==> src/rtl/b64sc_pkg.sv <==
`timescale 1ns / 1ps
package b64sc_pkg;

   localparam logic MODE_ENCODE = 1'b0;
   localparam logic MODE_DECODE = 1'b1;

   localparam int unsigned IDX_W  = 6;
   localparam int unsigned BYTE_W = 8;
   localparam int unsigned CNT_W  = 3;

   // one result item as it sits in the output buffer
   typedef struct packed {
      logic [BYTE_W-1:0] data;
      logic              valid;
      logic              last;
   } res_type;

   // output buffer status toward the input stage
   typedef struct packed {
      logic load_ok;
      logic two_held;
   } obuf_status_type;

   // 6-bit index to standard alphabet character
   function automatic logic [BYTE_W-1:0] index_to_char(input logic [IDX_W-1:0] idx);
      logic [BYTE_W-1:0] ch;
      logic [BYTE_W-1:0] wide;
      wide = {2'b00, idx};
      if (idx < 6'd26) begin
         ch = 8'h41 + wide;
      end else if (idx < 6'd52) begin
         ch = 8'h61 + wide - 8'd26;
      end else if (idx < 6'd62) begin
         ch = 8'h30 + wide - 8'd52;
      end else if (idx == 6'd62) begin
         ch = 8'h2B;
      end else begin
         ch = 8'h2F;
      end
      return ch;
   endfunction

   // alphabet character to 6-bit index, anything else maps to 63
   function automatic logic [IDX_W-1:0] char_to_index(input logic [BYTE_W-1:0] ch);
      logic [BYTE_W-1:0] wide;
      wide = 8'd63;
      if (ch >= 8'h41 && ch <= 8'h5A) begin
         wide = ch - 8'h41;
      end else if (ch >= 8'h61 && ch <= 8'h7A) begin
         wide = ch - 8'h61 + 8'd26;
      end else if (ch >= 8'h30 && ch <= 8'h39) begin
         wide = ch - 8'h30 + 8'd52;
      end else if (ch == 8'h2B) begin
         wide = 8'd62;
      end
      return wide[IDX_W-1:0];
   endfunction

endpackage

==> src/rtl/base64_stream_codec_top.sv <==
`timescale 1ns / 1ps
// streaming base64 codec, one byte or character per input item
// req channel: req_in_byte with req_in_last marking the end of a message,
//   taken on req_valid && req_ready
// rsp channel: rsp_out_byte, rsp_out_valid (clear on a bare end marker),
//   rsp_out_last on the final item of a message, taken on rsp_valid && rsp_ready
// csr port: csr_wr_en writes csr_wr_data as the mode (0 encode, 1 decode)
//   and drops any leftover bits; write only while the block is idle
// datapath: an item is registered in the input register, then its results
//   land in a two-entry result buffer whose head drives the rsp port
// throughput: while rsp_ready is high, one item per cycle when it gives at
//   most one result; after an item that gives two, the next waits for a drain;
//   the buffer drains one item per cycle via the rsp port and sets the pace
// reset: mode goes to encode, leftover bits clear, both stages empty
// stall: with rsp_ready low the buffer holds its items; the input register
//   still takes one more item, then req_ready drops until room opens
module base64_stream_codec_top (
   input  logic        clock,
   input  logic        reset,
   input  logic        req_valid,
   output logic        req_ready,
   input  logic [7:0]  req_in_byte,
   input  logic        req_in_last,
   output logic        rsp_valid,
   input  logic        rsp_ready,
   output logic [7:0]  rsp_out_byte,
   output logic        rsp_out_valid,
   output logic        rsp_out_last,
   input  logic        csr_wr_en,
   input  logic        csr_wr_data
);
   import b64sc_pkg::*;

   // configuration and carried bit state
   logic              mode_ff, mode_in;
   logic [IDX_W-1:0]  holder_ff, holder_in;
   logic [CNT_W-1:0]  count_ff, count_in;

   // input register
   logic              a_valid_ff, a_valid_in;
   logic [BYTE_W-1:0] a_byte_ff, a_byte_in;
   logic              a_last_ff, a_last_in;

   // conversion results
   logic [1:0]        res_cnt;
   res_type           res0;
   res_type           res1;
   logic [IDX_W-1:0]  holder_next;
   logic [CNT_W-1:0]  count_next;

   obuf_status_type   obuf_status;
   res_type           rsp_res;
   logic              advance;
   logic              req_take;

   // item moves from the input register into the result buffer
   assign advance   = a_valid_ff && obuf_status.load_ok;
   assign req_ready = !a_valid_ff || obuf_status.load_ok;
   assign req_take  = req_valid && req_ready;

   b64sc_convert u_convert (
      .mode        (mode_ff),
      .holder      (holder_ff),
      .count       (count_ff),
      .in_byte     (a_byte_ff),
      .in_last     (a_last_ff),
      .res_cnt     (res_cnt),
      .res0        (res0),
      .res1        (res1),
      .holder_next (holder_next),
      .count_next  (count_next)
   );

   b64sc_out_buf u_out_buf (
      .clock     (clock),
      .reset     (reset),
      .load      (advance),
      .res_cnt   (res_cnt),
      .res0      (res0),
      .res1      (res1),
      .rsp_ready (rsp_ready),
      .rsp_valid (rsp_valid),
      .rsp_res   (rsp_res),
      .status    (obuf_status)
   );

   assign rsp_out_byte  = rsp_res.data;
   assign rsp_out_valid = rsp_res.valid;
   assign rsp_out_last  = rsp_res.last;

   always_comb begin
      mode_in    = mode_ff;
      holder_in  = holder_ff;
      count_in   = count_ff;
      a_valid_in = a_valid_ff;
      a_byte_in  = a_byte_ff;
      a_last_in  = a_last_ff;
      // a mode write wins and drops leftover bits
      if (csr_wr_en) begin
         mode_in   = csr_wr_data;
         holder_in = '0;
         count_in  = '0;
      end else if (advance) begin
         holder_in = holder_next;
         count_in  = count_next;
      end
      if (req_take) begin
         a_valid_in = 1'b1;
         a_byte_in  = req_in_byte;
         a_last_in  = req_in_last;
      end else if (advance) begin
         a_valid_in = 1'b0;
      end
   end

   always_ff @(posedge clock) begin
      if (reset) begin
         mode_ff    <= MODE_ENCODE;
         holder_ff  <= '0;
         count_ff   <= '0;
         a_valid_ff <= 1'b0;
      end else begin
         mode_ff    <= mode_in;
         holder_ff  <= holder_in;
         count_ff   <= count_in;
         a_valid_ff <= a_valid_in;
      end
      a_byte_ff <= a_byte_in;
      a_last_ff <= a_last_in;
   end

   a_end_clears_bits: assert property (@(posedge clock) disable iff (reset)
      advance && a_last_ff |=> count_ff == '0 && holder_ff == '0)
      else $error("bits left over after end of message");

   a_csr_clears_bits: assert property (@(posedge clock) disable iff (reset)
      csr_wr_en |=> count_ff == '0 && holder_ff == '0)
      else $error("mode write did not drop leftover bits");

   a_bare_marker_is_last: assert property (@(posedge clock) disable iff (reset)
      rsp_valid && !rsp_out_valid |-> rsp_out_last)
      else $error("empty result item without end mark");

   a_count_in_range: assert property (@(posedge clock) disable iff (reset)
      advance |=> count_ff <= 3'd6)
      else $error("carried bit count out of range");

endmodule

==> src/rtl/b64sc_convert.sv <==
`timescale 1ns / 1ps
module b64sc_convert (
   input  logic                          mode,
   input  logic [b64sc_pkg::IDX_W-1:0]   holder,
   input  logic [b64sc_pkg::CNT_W-1:0]   count,
   input  logic [b64sc_pkg::BYTE_W-1:0]  in_byte,
   input  logic                          in_last,
   output logic [1:0]                    res_cnt,
   output b64sc_pkg::res_type            res0,
   output b64sc_pkg::res_type            res1,
   output logic [b64sc_pkg::IDX_W-1:0]   holder_next,
   output logic [b64sc_pkg::CNT_W-1:0]   count_next
);
   import b64sc_pkg::*;

   logic [13:0]       enc_acc;
   logic [11:0]       dec_acc;
   logic [3:0]        total;
   logic [3:0]        rem;
   logic [2:0]        keep;
   logic [6:0]        mask;
   logic [IDX_W-1:0]  kept;
   logic [IDX_W-1:0]  pad_idx;
   logic [13:0]       sh0;
   logic [13:0]       sh1;
   logic [11:0]       dsh;
   logic [1:0]        n;
   res_type           r0;
   res_type           r1;

   always_comb begin
      enc_acc = {holder, in_byte};
      dec_acc = {holder, char_to_index(in_byte)};
      r0      = '0;
      r1      = '0;
      n       = 2'd0;
      sh0     = '0;
      sh1     = '0;
      dsh     = '0;
      if (mode == MODE_ENCODE) begin
         total = {1'b0, count} + 4'd8;
         sh0   = enc_acc >> (total - 4'd6);
         r0    = '{data: index_to_char(sh0[IDX_W-1:0]), valid: 1'b1, last: 1'b0};
         n     = 2'd1;
         if (total >= 4'd12) begin
            sh1 = enc_acc >> (total - 4'd12);
            r1  = '{data: index_to_char(sh1[IDX_W-1:0]), valid: 1'b1, last: 1'b0};
            n   = 2'd2;
            rem = total - 4'd12;
         end else begin
            rem = total - 4'd6;
         end
      end else begin
         total = {1'b0, count} + 4'd6;
         if (total >= 4'd8) begin
            dsh = dec_acc >> (total - 4'd8);
            r0  = '{data: dsh[BYTE_W-1:0], valid: 1'b1, last: 1'b0};
            n   = 2'd1;
            rem = total - 4'd8;
         end else begin
            rem = total;
         end
      end
      keep = (rem > 4'd6) ? 3'd6 : rem[2:0];
      mask = (7'd1 << keep) - 7'd1;
      kept = (mode == MODE_ENCODE) ? (enc_acc[IDX_W-1:0] & mask[IDX_W-1:0])
                                   : (dec_acc[IDX_W-1:0] & mask[IDX_W-1:0]);
      pad_idx = kept << (3'd6 - keep);

      holder_next = kept;
      count_next  = keep;
      if (in_last) begin
         // trailing encode bits go out zero-padded as one more character
         if (mode == MODE_ENCODE && keep != 3'd0 && n == 2'd1) begin
            r1 = '{data: index_to_char(pad_idx), valid: 1'b1, last: 1'b0};
            n  = 2'd2;
         end
         case (n)
            2'd0: begin
               r0 = '{data: '0, valid: 1'b0, last: 1'b1};
               n  = 2'd1;
            end
            2'd1: r0.last = 1'b1;
            default: r1.last = 1'b1;
         endcase
         holder_next = '0;
         count_next  = '0;
      end
   end

   assign res_cnt = n;
   assign res0    = r0;
   assign res1    = r1;

endmodule

==> src/rtl/b64sc_out_buf.sv <==
`timescale 1ns / 1ps
module b64sc_out_buf (
   input  logic                        clock,
   input  logic                        reset,
   input  logic                        load,
   input  logic [1:0]                  res_cnt,
   input  b64sc_pkg::res_type          res0,
   input  b64sc_pkg::res_type          res1,
   input  logic                        rsp_ready,
   output logic                        rsp_valid,
   output b64sc_pkg::res_type          rsp_res,
   output b64sc_pkg::obuf_status_type  status
);
   import b64sc_pkg::*;

   logic [1:0] cnt_ff, cnt_in;
   res_type    ent0_ff, ent0_in;
   res_type    ent1_ff, ent1_in;
   logic       pop;

   assign rsp_valid       = cnt_ff != 2'd0;
   assign rsp_res         = ent0_ff;
   assign pop             = rsp_valid && rsp_ready;
   assign status.load_ok  = (cnt_ff == 2'd0) || (cnt_ff == 2'd1 && rsp_ready);
   assign status.two_held = cnt_ff == 2'd2;

   always_comb begin
      cnt_in  = cnt_ff;
      ent0_in = ent0_ff;
      ent1_in = ent1_ff;
      if (load) begin
         cnt_in  = res_cnt;
         ent0_in = res0;
         ent1_in = res1;
      end else if (pop) begin
         if (cnt_ff == 2'd2) begin
            ent0_in = ent1_ff;
            cnt_in  = 2'd1;
         end else begin
            cnt_in = 2'd0;
         end
      end
   end

   always_ff @(posedge clock) begin
      if (reset) begin
         cnt_ff <= '0;
      end else begin
         cnt_ff <= cnt_in;
      end
      ent0_ff <= ent0_in;
      ent1_ff <= ent1_in;
   end

   a_no_load_over_pair: assert property (@(posedge clock) disable iff (reset)
      load |-> !status.two_held)
      else $error("result buffer loaded while holding two items");

   a_pair_drains_to_one: assert property (@(posedge clock) disable iff (reset)
      status.two_held && rsp_ready |=> cnt_ff == 2'd1)
      else $error("pair in result buffer did not drain to one item");

   a_second_moves_up: assert property (@(posedge clock) disable iff (reset)
      status.two_held && rsp_ready |=> rsp_res == $past(ent1_ff))
      else $error("second buffered item not moved to head");

endmodule
==> config.mk <==
export PLATFORM = sky130hd
export DESIGN_NAME = base64_stream_codec_top
export DESIGN_NICKNAME = d
export VERILOG_FILES = /design/src/rtl/b64sc_pkg.sv /design/src/rtl/base64_stream_codec_top.sv /design/src/rtl/b64sc_convert.sv /design/src/rtl/b64sc_out_buf.sv
export SDC_FILE = /design/constraint.sdc
export NUM_CORES = 1
export LEC_CHECK = 0
export ABC_AREA = 0
export BUFFER_PORTS_ARGS = -buffer_cell sky130_fd_sc_hd__clkbuf_2
export CAP_MARGIN = 20
export CORE_MARGIN = 2
export CORE_UTILIZATION = 40
export DETAILED_ROUTE_END_ITERATION = 10
export PLACE_DENSITY_LB_ADDON = 0.25
export RECOVER_POWER = 100
export SKIP_CTS_REPAIR_TIMING = 1
export SYNTH_ARGS = -nofsm -noshare
export SYNTH_HDL_FRONTEND = slang
export SYNTH_SLANG_ARGS = --single-unit
==> constraint.sdc <==
create_clock -name clock -period 5.12 [get_ports clock]
set_clock_uncertainty 0.2 [all_clocks]
set_input_delay 0.512 -clock clock [delete_from_list [all_inputs] [get_ports clock]]
set_output_delay 0.512 -clock clock [all_outputs]
set_load 0.005 [all_outputs]
==> results of run 1 <==
placed cells by master, fill, tap and decap left out, types with 6 or more instances in the layout:
master	Yosys	layout
sky130_fd_sc_hd__a21oi_1	44	44
sky130_fd_sc_hd__a311oi_1	6	6
sky130_fd_sc_hd__a31oi_1	14	13
sky130_fd_sc_hd__and2_1	10	8
sky130_fd_sc_hd__buf_4	4	25
sky130_fd_sc_hd__clkbuf_2	1	23
sky130_fd_sc_hd__dfxtp_1	13	12
sky130_fd_sc_hd__edfxtp_1	29	29
sky130_fd_sc_hd__ha_1	46	46
sky130_fd_sc_hd__inv_1	37	37
sky130_fd_sc_hd__mux2i_1	12	12
sky130_fd_sc_hd__mux4_2	15	15
sky130_fd_sc_hd__nand2_1	45	44
sky130_fd_sc_hd__nand2b_1	7	7
sky130_fd_sc_hd__nand3_1	29	29
sky130_fd_sc_hd__nand4_1	10	10
sky130_fd_sc_hd__nor2_1	50	50
sky130_fd_sc_hd__nor2b_1	15	13
sky130_fd_sc_hd__nor3_1	12	12
sky130_fd_sc_hd__o211ai_1	11	11
sky130_fd_sc_hd__o21a_1	6	6
sky130_fd_sc_hd__o21ai_0	30	30
sky130_fd_sc_hd__or2_2	6	6
sky130_fd_sc_hd__xnor2_1	9	9
where the power goes:
part / leakage [nW] / internal (W) / switching (W)
Combinational: 1.74 / 0.000129 / 0.000202
Sequential: 0.385 / 0.000388 / 0.0000167
Clock: 0.0704 / 0.000183 / 0.000138
worst paths after layout:
check                                     startpoint                    to  slack, ps  cells after the start
worst max-delay path                     count_ff[1]  u_out_buf.ent1_ff[7]        210                     19
worst min-delay path                  req_in_byte[6]          a_byte_ff[6]        190                      1
worst max register to register           count_ff[1]  u_out_buf.ent1_ff[7]        210                     19
worst min register to register  u_out_buf.ent1_ff[2]  u_out_buf.rsp_res[2]        340                      1
flip-flops by register name (all words and copies together), names as in the netlist:
register           flops
a_byte_ff              8
a_last_ff              1
a_valid_ff             1
count_ff               3
holder_ff              6
mode_ff                1
u_out_buf.cnt_ff       2
u_out_buf.ent1_ff     10
u_out_buf.rsp_res     10
cells by family (layout without fill, tap and decap cells):
group | count (synthesis) | count (layout)
simple gates | 219 | 219
compound gates | 191 | 191
buf+inv | 81 | 100
fa+ha+maj | 46 | 46
flops | 42 | 42
mux | 31 | 31
xor+xnor | 14 | 14
final cells by class:
type / count / area [µm²] / area share, %
Clock buffer: 5 / 125 / 2.18
Clock inverter: 3 / 25.0 / 0.437
Inverter: 39 / 146 / 2.56
Multi-Input combinational cell: 501 / 3760 / 65.7
Sequential cell: 42 / 1130 / 19.8
Tap cell: 172 / 215 / 3.76
Timing Repair Buffer: 53 / 322 / 5.61
layer usage:
| metal | wire [µm] | GRT usage, % | part of all wire (%) | vias to the layer above |
|---|---|---|---|---|
| met5 | 0 | 0 | 0 | - |
| met1 | 6750 | 28.8 | 44 | 2423 |
| li1 | - | - | - | 2406 |
| met3 | 987 | 2.81 | 6.5 | 23 |
| met2 | 7190 | 35.5 | 47 | 238 |
| met4 | 323 | 5.65 | 2.1 | 0 |
per-stage QoR:
step / std cells / area (µm²)
CTS: 815 / 5710
global placement: 807 / 5560
global route: 815 / 5730
floorplan: 624 / 5220
detailed placement: 807 / 5560
finish: 815 / 5730
==> reports/summary.txt, run 1 <==
==============================================================================
Clock Sinks .....................................................           42
Placement Rows ..................................................           41
Crit path max-delay cell type ................................... sky130_fd_sc_hd__or3_1
Worst vdd rail ir drop ..........................................     0.109 mV
Total core area .................................................    12700 µm²
Area of the mapped netlist ......................................     5200 µm²
Power per cell area .............................................   184 nW/µm²
Number of enable-type register cells in the synthesized netlist .           29
Worst Path Arrival ..............................................      4790 ps
Cts bufs inserted ...............................................            5
Pin slew with the least headroom to its limit ...................       925 ps
Share of the clock period used by the worst path after layout ...        95.9%
Clk_lat worst skew ..............................................       290 ps
Dominant cell by count in the synthesized netlist ............... sky130_fd_sc_hd__nor2_1
Count of nets left with antenna violations after detail routing .            0
Count of buffer and inverter cells on the critical path .........            4
Headroom to the max-slew limit ..................................        37.7%
Yosys warns .....................................................            0
Setup TNS .......................................................         0 ps
TritonRoute pass-1 iters ........................................            5
Most numerous cell types in the synthesized netlist ............. sky130_fd_sc_hd__nor2_1 (50), sky130_fd_sc_hd__ha_1 (46), sky130_fd_sc_hd__nand2_1 (45)
Synthesized netlist net count ...................................          685
Compound-Gate Fraction of Synth Area ............................        26.0%
Number of nets in the layout ....................................          703
Total Routing Usage GR ..........................................        21.2%
Async set or reset register ratio after synthesis ...............           0%
TritonCTS clock tree ............................................         done
WP data required ................................................      5000 ps
Count of mapped cells out of synthesis ..........................          624
Reg clk slew, reported paths ....................................        60 ps
Largest fanout on the critical path .............................            6
Critical path capture point type ................................     register
Total detailed-routing wirelength ...............................      15.3 mm
Number of remaining DRC errors ..................................            0
Initial DRC Count ...............................................          764
Final HPWL from detailed placement ..............................      11.8 mm
Vias in the first global route ..................................         4638
Place WS ........................................................       104 ps
Area share of and/or/nand/nor cells after synthesis .............        22.0%
Library cell with the largest summed area after synthesis ....... sky130_fd_sc_hd__edfxtp_1
Maximum number of pins on one net before global-route repair ....           36
Number of port buffers ..........................................           26
Total setup violations reported at the end of the flow ..........            0
Sort of element at the start of the critical path ...............     register
Fraction of final layout cells sized beyond drive strength 1 ....        16.8%
Area Growth Syn to Fin ..........................................        10.1%
WL/cell .........................................................      18.7 µm
Final number of max-transition violations .......................            0
Via count normalized by instance count ..........................         6.25
Wire length of the first global-routing pass ....................      24.1 mm
Hold violation count in the final report ........................            0
Outcome ......................................................... complete, no violations
Most used DFF post-synth ........................................ sky130_fd_sc_hd__edfxtp_1
Maximum number of buffers from clock root to sink ...............            2
Area share of the largest cell type after synthesis .............        16.7%
Adder-cell area share of the yosys netlist ......................        11.1%
Last weighted congestion value of the routability-driven placer .         1.02
H-tree depth ....................................................            2
Dominant combinational cell family by area after synthesis ...... compound AO/OA/AOI/OAI gates
Multiplexer share of the synthesized area .......................        10.2%
Final-layout fill cell count ....................................         1284
IO Count ........................................................           27
Hold slack ......................................................       192 ps
Residual overflow from global routing ...........................            0
Syn_area_per_cell ...............................................     8.34 µm²
WS Path Type .................................................... register to register
Class of the tightest hold or removal check ..................... input pin to register
Shortest clock period the worst path allows after layout ........      4910 ps
Static Leak .....................................................      2.20 nW
Crit-path cells ................................................. inv_1 -> ha_1 -> inv_1 -> o21ai_0 -> and3_2 -> ha_1 -> or3_1 -> o211a_1 -> nand2_1 -> nor2_1 -> a22o_1 -> or2_2 -> inv_1 -> ha_1 -> nor2b_2 -> buf_4 -> nor3_1 -> mux2_2 -> o41ai_2
Highest attainable clock frequency ..............................      204 MHz
Chip Width ......................................................       118 µm
Maximum cell stage delay along the critical path ................       410 ps
Top cells by area, synth ........................................ sky130_fd_sc_hd__edfxtp_1 (17%), sky130_fd_sc_hd__ha_1 (11%), sky130_fd_sc_hd__mux4_2 (6.5%)
Synth cell types ................................................           81
Die H ...........................................................       118 µm
Total design power ..............................................    0.00106 W
Flip-flop and latch count after synthesis .......................           42
Overall die area ................................................    13900 µm²
Clock root buffer master ........................................ sky130_fd_sc_hd__clkbuf_16
N_diodes ........................................................            0
Initial antenna violation count .................................            0
Synth Area in XOR/XNOR ..........................................        2.36%
Core utilization of the finished layout .........................        45.2%
Max Cap Violations ..............................................            0
Effective utilization at floorplan ..............................        41.1%
Cell family with most CP delay .................................. simple AND/OR/NAND/NOR gates
Worst setup slack after layout ..................................       211 ps
Sequential area share after synthesis ...........................        21.7%
Overall via count from detail_route .............................         5090
==============================================================================
No activity file was read; power rests on OpenSTA's default activity.
==> run 2, diff against run 1 <==
Settings changed: CAP_MARGIN 20 to 15, CORE_MARGIN 2 to not set, REMOVE_ABC_BUFFERS set to 1.
==> reports/summary.txt, run 2 (synthesis results as in run 1) <==
==============================================================================
Outcome ......................................................... complete, no violations
Headroom to the max-slew limit ..................................        41.2%
Cts bufs inserted ...............................................            5
Placement Rows ..................................................           41
TritonRoute pass-1 iters ........................................            6
Shortest clock period the worst path allows after layout ........      4770 ps
Count of buffer and inverter cells on the critical path .........            2
Fraction of final layout cells sized beyond drive strength 1 ....        15.5%
Initial DRC Count ...............................................          495
Total detailed-routing wirelength ...............................      15.5 mm
Clock root buffer master ........................................ sky130_fd_sc_hd__clkbuf_16
Largest fanout on the critical path .............................            7
Crit-path cells ................................................. inv_1 -> ha_1 -> nor2b_1 -> o21ai_1 -> nand2_1 -> inv_1 -> ha_2 -> nand2_1 -> ha_1 -> a31o_2 -> o2111a_1 -> and3_1 -> or4_1 -> ha_1 -> nor2b_1 -> o2111ai_1 -> a21oi_1 -> or3b_1
Pin slew with the least headroom to its limit ...................       872 ps
Final non-filler cell total .....................................          823
Final HPWL from detailed placement ..............................      12.0 mm
Hold EP ......................................................... a_byte_ff[2]
Worst setup slack after layout ..................................       355 ps
Critical path capture point type ................................     register
Crit path max-delay cell type ................................... sky130_fd_sc_hd__or4_1
Reg2Reg Depth ...................................................           18
Max Cap Violations ..............................................            0
Share of the clock period used by the worst path after layout ...        93.1%
Effective utilization at floorplan ..............................        41.1%
Number of remaining DRC errors ..................................            0
WP data required ................................................      4950 ps
Die H ...........................................................       116 µm
Destination of the worst register-to-register timing path ....... u_out_buf.ent1_ff[6]
H-tree depth ....................................................            2
Maximum cell stage delay along the critical path ................       650 ps
Chip Width ......................................................       116 µm
Hold violation count in the final report ........................            0
Worst setup path startpoint .....................................  count_ff[1]
Sort of element at the start of the critical path ...............     register
Total placed cells including tap cells ..........................          814
Vias in the first global route ..................................         4558
Setup repair after global routing missed its margin .............        false
TritonCTS clock tree ............................................         done
Worst vdd rail ir drop ..........................................     0.178 mV
Static Leak .....................................................      2.22 nW
Clk_lat worst skew ..............................................       280 ps
Reg clk slew, reported paths ....................................        60 ps
Overall die area ................................................    13500 µm²
Count of nets left with antenna violations after detail routing .            0
Startpoint of the worst register-to-register path ...............  count_ff[1]
Most frequent CP cell ........................................... sky130_fd_sc_hd__ha_1
Most common cell after layout, fill and taps aside .............. sky130_fd_sc_hd__nor2_1
Maximum number of buffers from clock root to sink ...............            2
Total Routing Usage GR ..........................................        23.5%
Leading cell types in the layout, fill and taps excluded ........ sky130_fd_sc_hd__nor2_1 (50), sky130_fd_sc_hd__nand2_1 (44), sky130_fd_sc_hd__ha_1 (44)
Total core area .................................................    12700 µm²
Worst Path Arrival ..............................................      4590 ps
Number of port buffers ..........................................           26
Clock Sinks .....................................................           42
Setup slack on the worst flop-to-flop path ......................       350 ps
Via count normalized by instance count ..........................         6.10
Wire length of the first global-routing pass ....................      24.4 mm
Total setup violations reported at the end of the flow ..........            0
Overall via count from detail_route .............................         5022
Final number of max-transition violations .......................            0
WS Path Type .................................................... register to register
Power per cell area .............................................   190 nW/µm²
Maximum number of pins on one net before global-route repair ....           36
Place WS ........................................................       166 ps
Cell depth of the worst min-delay path ..........................            1
Cell family with most CP delay .................................. simple AND/OR/NAND/NOR gates
WL/cell .........................................................      18.8 µm
HP Start ........................................................ req_in_byte[2]
Initial antenna violation count .................................            0
Last weighted congestion value of the routability-driven placer .        0.934
Residual overflow from global routing ...........................            0
Area Growth Syn to Fin ..........................................        11.1%
Total design power ..............................................    0.00110 W
Highest attainable clock frequency ..............................      210 MHz
IO Count ........................................................           27
Class of the tightest hold or removal check ..................... input pin to register
Number of nets in the layout ....................................          711
N_diodes ........................................................            0
==============================================================================
[run 2: changes by cell type in the layout (fill, tap and decap cells not counted), sizes merged]
cell	previous run	this run
buf	26	32
bufinv	0	1
clkinvlp	1	0
clkbuf	32	34
[run 2: cell type report]
cell class	instances	area, µm²
multi-input cells	501	3750
clock inverters	3	43.8
flip-flops and latches	42	1130
well taps	172	215
fillers	1283	6890
inverters	39	146
repair buffers	61	369
clock buffers	5	125
[run 2: stage by stage]
stage | hold WS, ps | instance area, µm² | util, % | TNS [ps]
floorplan | 295 | 5000 | - | -6370
global placement | 316 | 5610 | 44.2 | 0
detailed placement | 321 | 5610 | 44.2 | 0
CTS | 192 | 5770 | 45.6 | 0
global route | 189 | 5780 | 45.6 | 0
finish | 198 | 5780 | 45.6 | 0
[run 2: layer usage]
metal	share of wire (%)	vias up	track usage (%)
met3	4.8	24	3.14
met1	47	2391	33.5
met2	46	179	37.7
met5	0	-	0
met4	1.9	0	5.04
li1	-	2428	-
[run 2: worst reg2reg max path: cells and delay by family, from the launching register on]
| kind | cells | cell delay, ps |
|---|---|---|
| AOI/OAI and AO/OA | 5 | 940 |
| adders and majority gates | 4 | 970 |
| buffers and inverters | 2 | 230 |
| DFF | 1 | 350 |
| and+or+nand+nor | 7 | 1810 |
[run 2: how the worst max path moves through the flow]
stage / slack, ps / depth (start not counted) / endpoint
after global placement: 210 / 19 / u_out_buf.ent1_ff[7]
final: 350 / 18 / u_out_buf.ent1_ff[6]
after floorplan: -980 / 19 / u_out_buf.ent1_ff[6]
after detailed placement: 170 / 19 / u_out_buf.ent1_ff[7]
after CTS: 140 / 19 / u_out_buf.ent1_ff[7]
after global routing: 30 / 21 / u_out_buf.ent1_ff[7]
[run 2: where the power goes]
part           total (W)  internal, W  switching [W]
Combinational   0.000331     0.000132       0.000200
Sequential      0.000404     0.000388      0.0000162
Clock           0.000362     0.000231       0.000131
Total            0.00110     0.000750       0.000347
==> run 3, diff against run 2 <==
Settings changed: RECOVER_POWER 100 to not set.
==> reports/summary.txt, run 3 (synthesis results as in run 1) <==
==============================================================================
Class of the tightest hold or removal check ..................... input pin to register
Final HPWL from detailed placement ..............................      12.0 mm
Chip Width ......................................................       116 µm
Residual overflow from global routing ...........................            0
Hold slack ......................................................       198 ps
WP data required ................................................      4950 ps
Setup TNS .......................................................         0 ps
Headroom to the max-slew limit ..................................        39.7%
Number of nets in the layout ....................................          711
Overall via count from detail_route .............................         5107
Cts bufs inserted ...............................................            5
Initial antenna violation count .................................            0
Number of remaining DRC errors ..................................            0
Setup repair after global routing missed its margin .............        false
WS Path Type .................................................... register to register
Total core area .................................................    12700 µm²
Number of port buffers ..........................................           26
Highest attainable clock frequency ..............................      210 MHz
IO Count ........................................................           27
WL/cell .........................................................      18.8 µm
Outcome ......................................................... complete, no violations
Via count normalized by instance count ..........................         6.21
Max Cap Violations ..............................................            0
Power per cell area .............................................   189 nW/µm²
Clock Sinks .....................................................           42
Last weighted congestion value of the routability-driven placer .        0.934
Maximum number of buffers from clock root to sink ...............            2
Area Growth Syn to Fin ..........................................        11.6%
Largest fanout on the critical path .............................            8
Total setup violations reported at the end of the flow ..........            0
Most common cell after layout, fill and taps aside .............. sky130_fd_sc_hd__nor2_1
Placement Rows ..................................................           41
Reg clk slew, reported paths ....................................        60 ps
Clock root buffer master ........................................ sky130_fd_sc_hd__clkbuf_16
Worst Path Arrival ..............................................      4580 ps
Total length of routed met2 wires ...............................      7.26 mm
Initial DRC Count ...............................................          467
Pin slew with the least headroom to its limit ...................       895 ps
Maximum number of pins on one net before global-route repair ....           36
Shortest clock period the worst path allows after layout ........      4750 ps
Critical path capture point type ................................     register
Overall die area ................................................    13500 µm²
Total design power ..............................................    0.00110 W
Total detailed-routing wirelength ...............................      15.5 mm
H-tree depth ....................................................            2
Fraction of final layout cells sized beyond drive strength 1 ....        18.0%
Static Leak .....................................................      2.26 nW
Final number of max-transition violations .......................            0
Highest metal used ..............................................         met4
Share of the clock period used by the worst path after layout ...        92.9%
Met3 wire length ................................................       909 µm
Die H ...........................................................       116 µm
Place WS ........................................................       166 ps
Worst setup slack after layout ..................................       365 ps
Count of nets left with antenna violations after detail routing .            0
Worst vdd rail ir drop ..........................................     0.177 mV
Effective utilization at floorplan ..............................        41.1%
Area of all placed cells without fillers ........................     5810 µm²
N_diodes ........................................................            0
Wl on met1 ......................................................      7.09 mm
Vias in the first global route ..................................         4558
Cell area after placement .......................................     5610 µm²
Total Routing Usage GR ..........................................        23.5%
Sort of element at the start of the critical path ...............     register
TritonRoute pass-1 iters ........................................            5
TritonCTS clock tree ............................................         done
Clk_lat worst skew ..............................................       280 ps
Leading cell types in the layout, fill and taps excluded ........ sky130_fd_sc_hd__nor2_1 (50), sky130_fd_sc_hd__nand2_1 (44), sky130_fd_sc_hd__ha_1 (44)
Wire length of the first global-routing pass ....................      24.4 mm
Hold violation count in the final report ........................            0
==============================================================================
-- run 3: cell types whose count changed in the layout (fill, tap and decap cells not counted), moves of 3 or more --
cell / previous run / this run
sky130_fd_sc_hd__clkbuf_1: 13 / 0
sky130_fd_sc_hd__buf_4: 32 / 35
sky130_fd_sc_hd__clkbuf_2: 16 / 26
sky130_fd_sc_hd__and2_1: 7 / 10
sky130_fd_sc_hd__and2_0: 3 / 0
-- run 3: final cells by class --
cell class	count	area, µm²
clock inverter	3	43.8
clock buffer	5	125
inverter	39	146
sequential	42	1130
tap	172	215
fill	1271	6860
timing repair buffer	61	393
multi-input combinational	501	3750
-- run 3: per-layer routing --
metal  vias up  GRT usage, %
met3        25          3.14
li1       2431             -
met2       225          37.7
met4         0          5.04
met1      2426          33.5
met5         -             0
-- run 3: final timing paths --
check,startpoint,to,slack [ps],depth (start not counted)
worst max register to register,count_ff[1],u_out_buf.ent1_ff[6],370,19
worst max-delay path,count_ff[1],u_out_buf.ent1_ff[6],370,19
worst min register to register,u_out_buf.ent1_ff[0],u_out_buf.rsp_res[0],330,2
worst min-delay path,req_in_byte[2],a_byte_ff[2],200,1
-- run 3: critical path, cell delays in order (launching register included) --
cell,delay (ps)
sky130_fd_sc_hd__dfxtp_1,350
sky130_fd_sc_hd__inv_1,100
sky130_fd_sc_hd__ha_1,310
sky130_fd_sc_hd__inv_1,110
sky130_fd_sc_hd__o21ai_0,130
sky130_fd_sc_hd__and3_1,230
sky130_fd_sc_hd__buf_4,170
sky130_fd_sc_hd__ha_1,230
sky130_fd_sc_hd__or3_1,420
sky130_fd_sc_hd__o211a_1,260
sky130_fd_sc_hd__nand2_2,140
sky130_fd_sc_hd__nor2_1,80
sky130_fd_sc_hd__a222oi_1,350
sky130_fd_sc_hd__buf_4,220
sky130_fd_sc_hd__inv_1,70
sky130_fd_sc_hd__ha_1,220
sky130_fd_sc_hd__a21oi_2,210
sky130_fd_sc_hd__o22a_2,250
sky130_fd_sc_hd__a21oi_1,60
sky130_fd_sc_hd__or3b_1,370
-- run 3: per-stage QoR --
stage | util, % | cells
floorplan | - | 582
global placement | 44.2 | 814
detailed placement | 44.2 | 814
CTS | 45.6 | 822
global route | 45.8 | 823
finish | 45.8 | 823
-- run 3: power breakdown --
group          total [W]  internal, W  switching [W]
registers       0.000404     0.000388      0.0000163
clock network   0.000361     0.000231       0.000131
logic           0.000334     0.000134       0.000199
total            0.00110     0.000753       0.000346
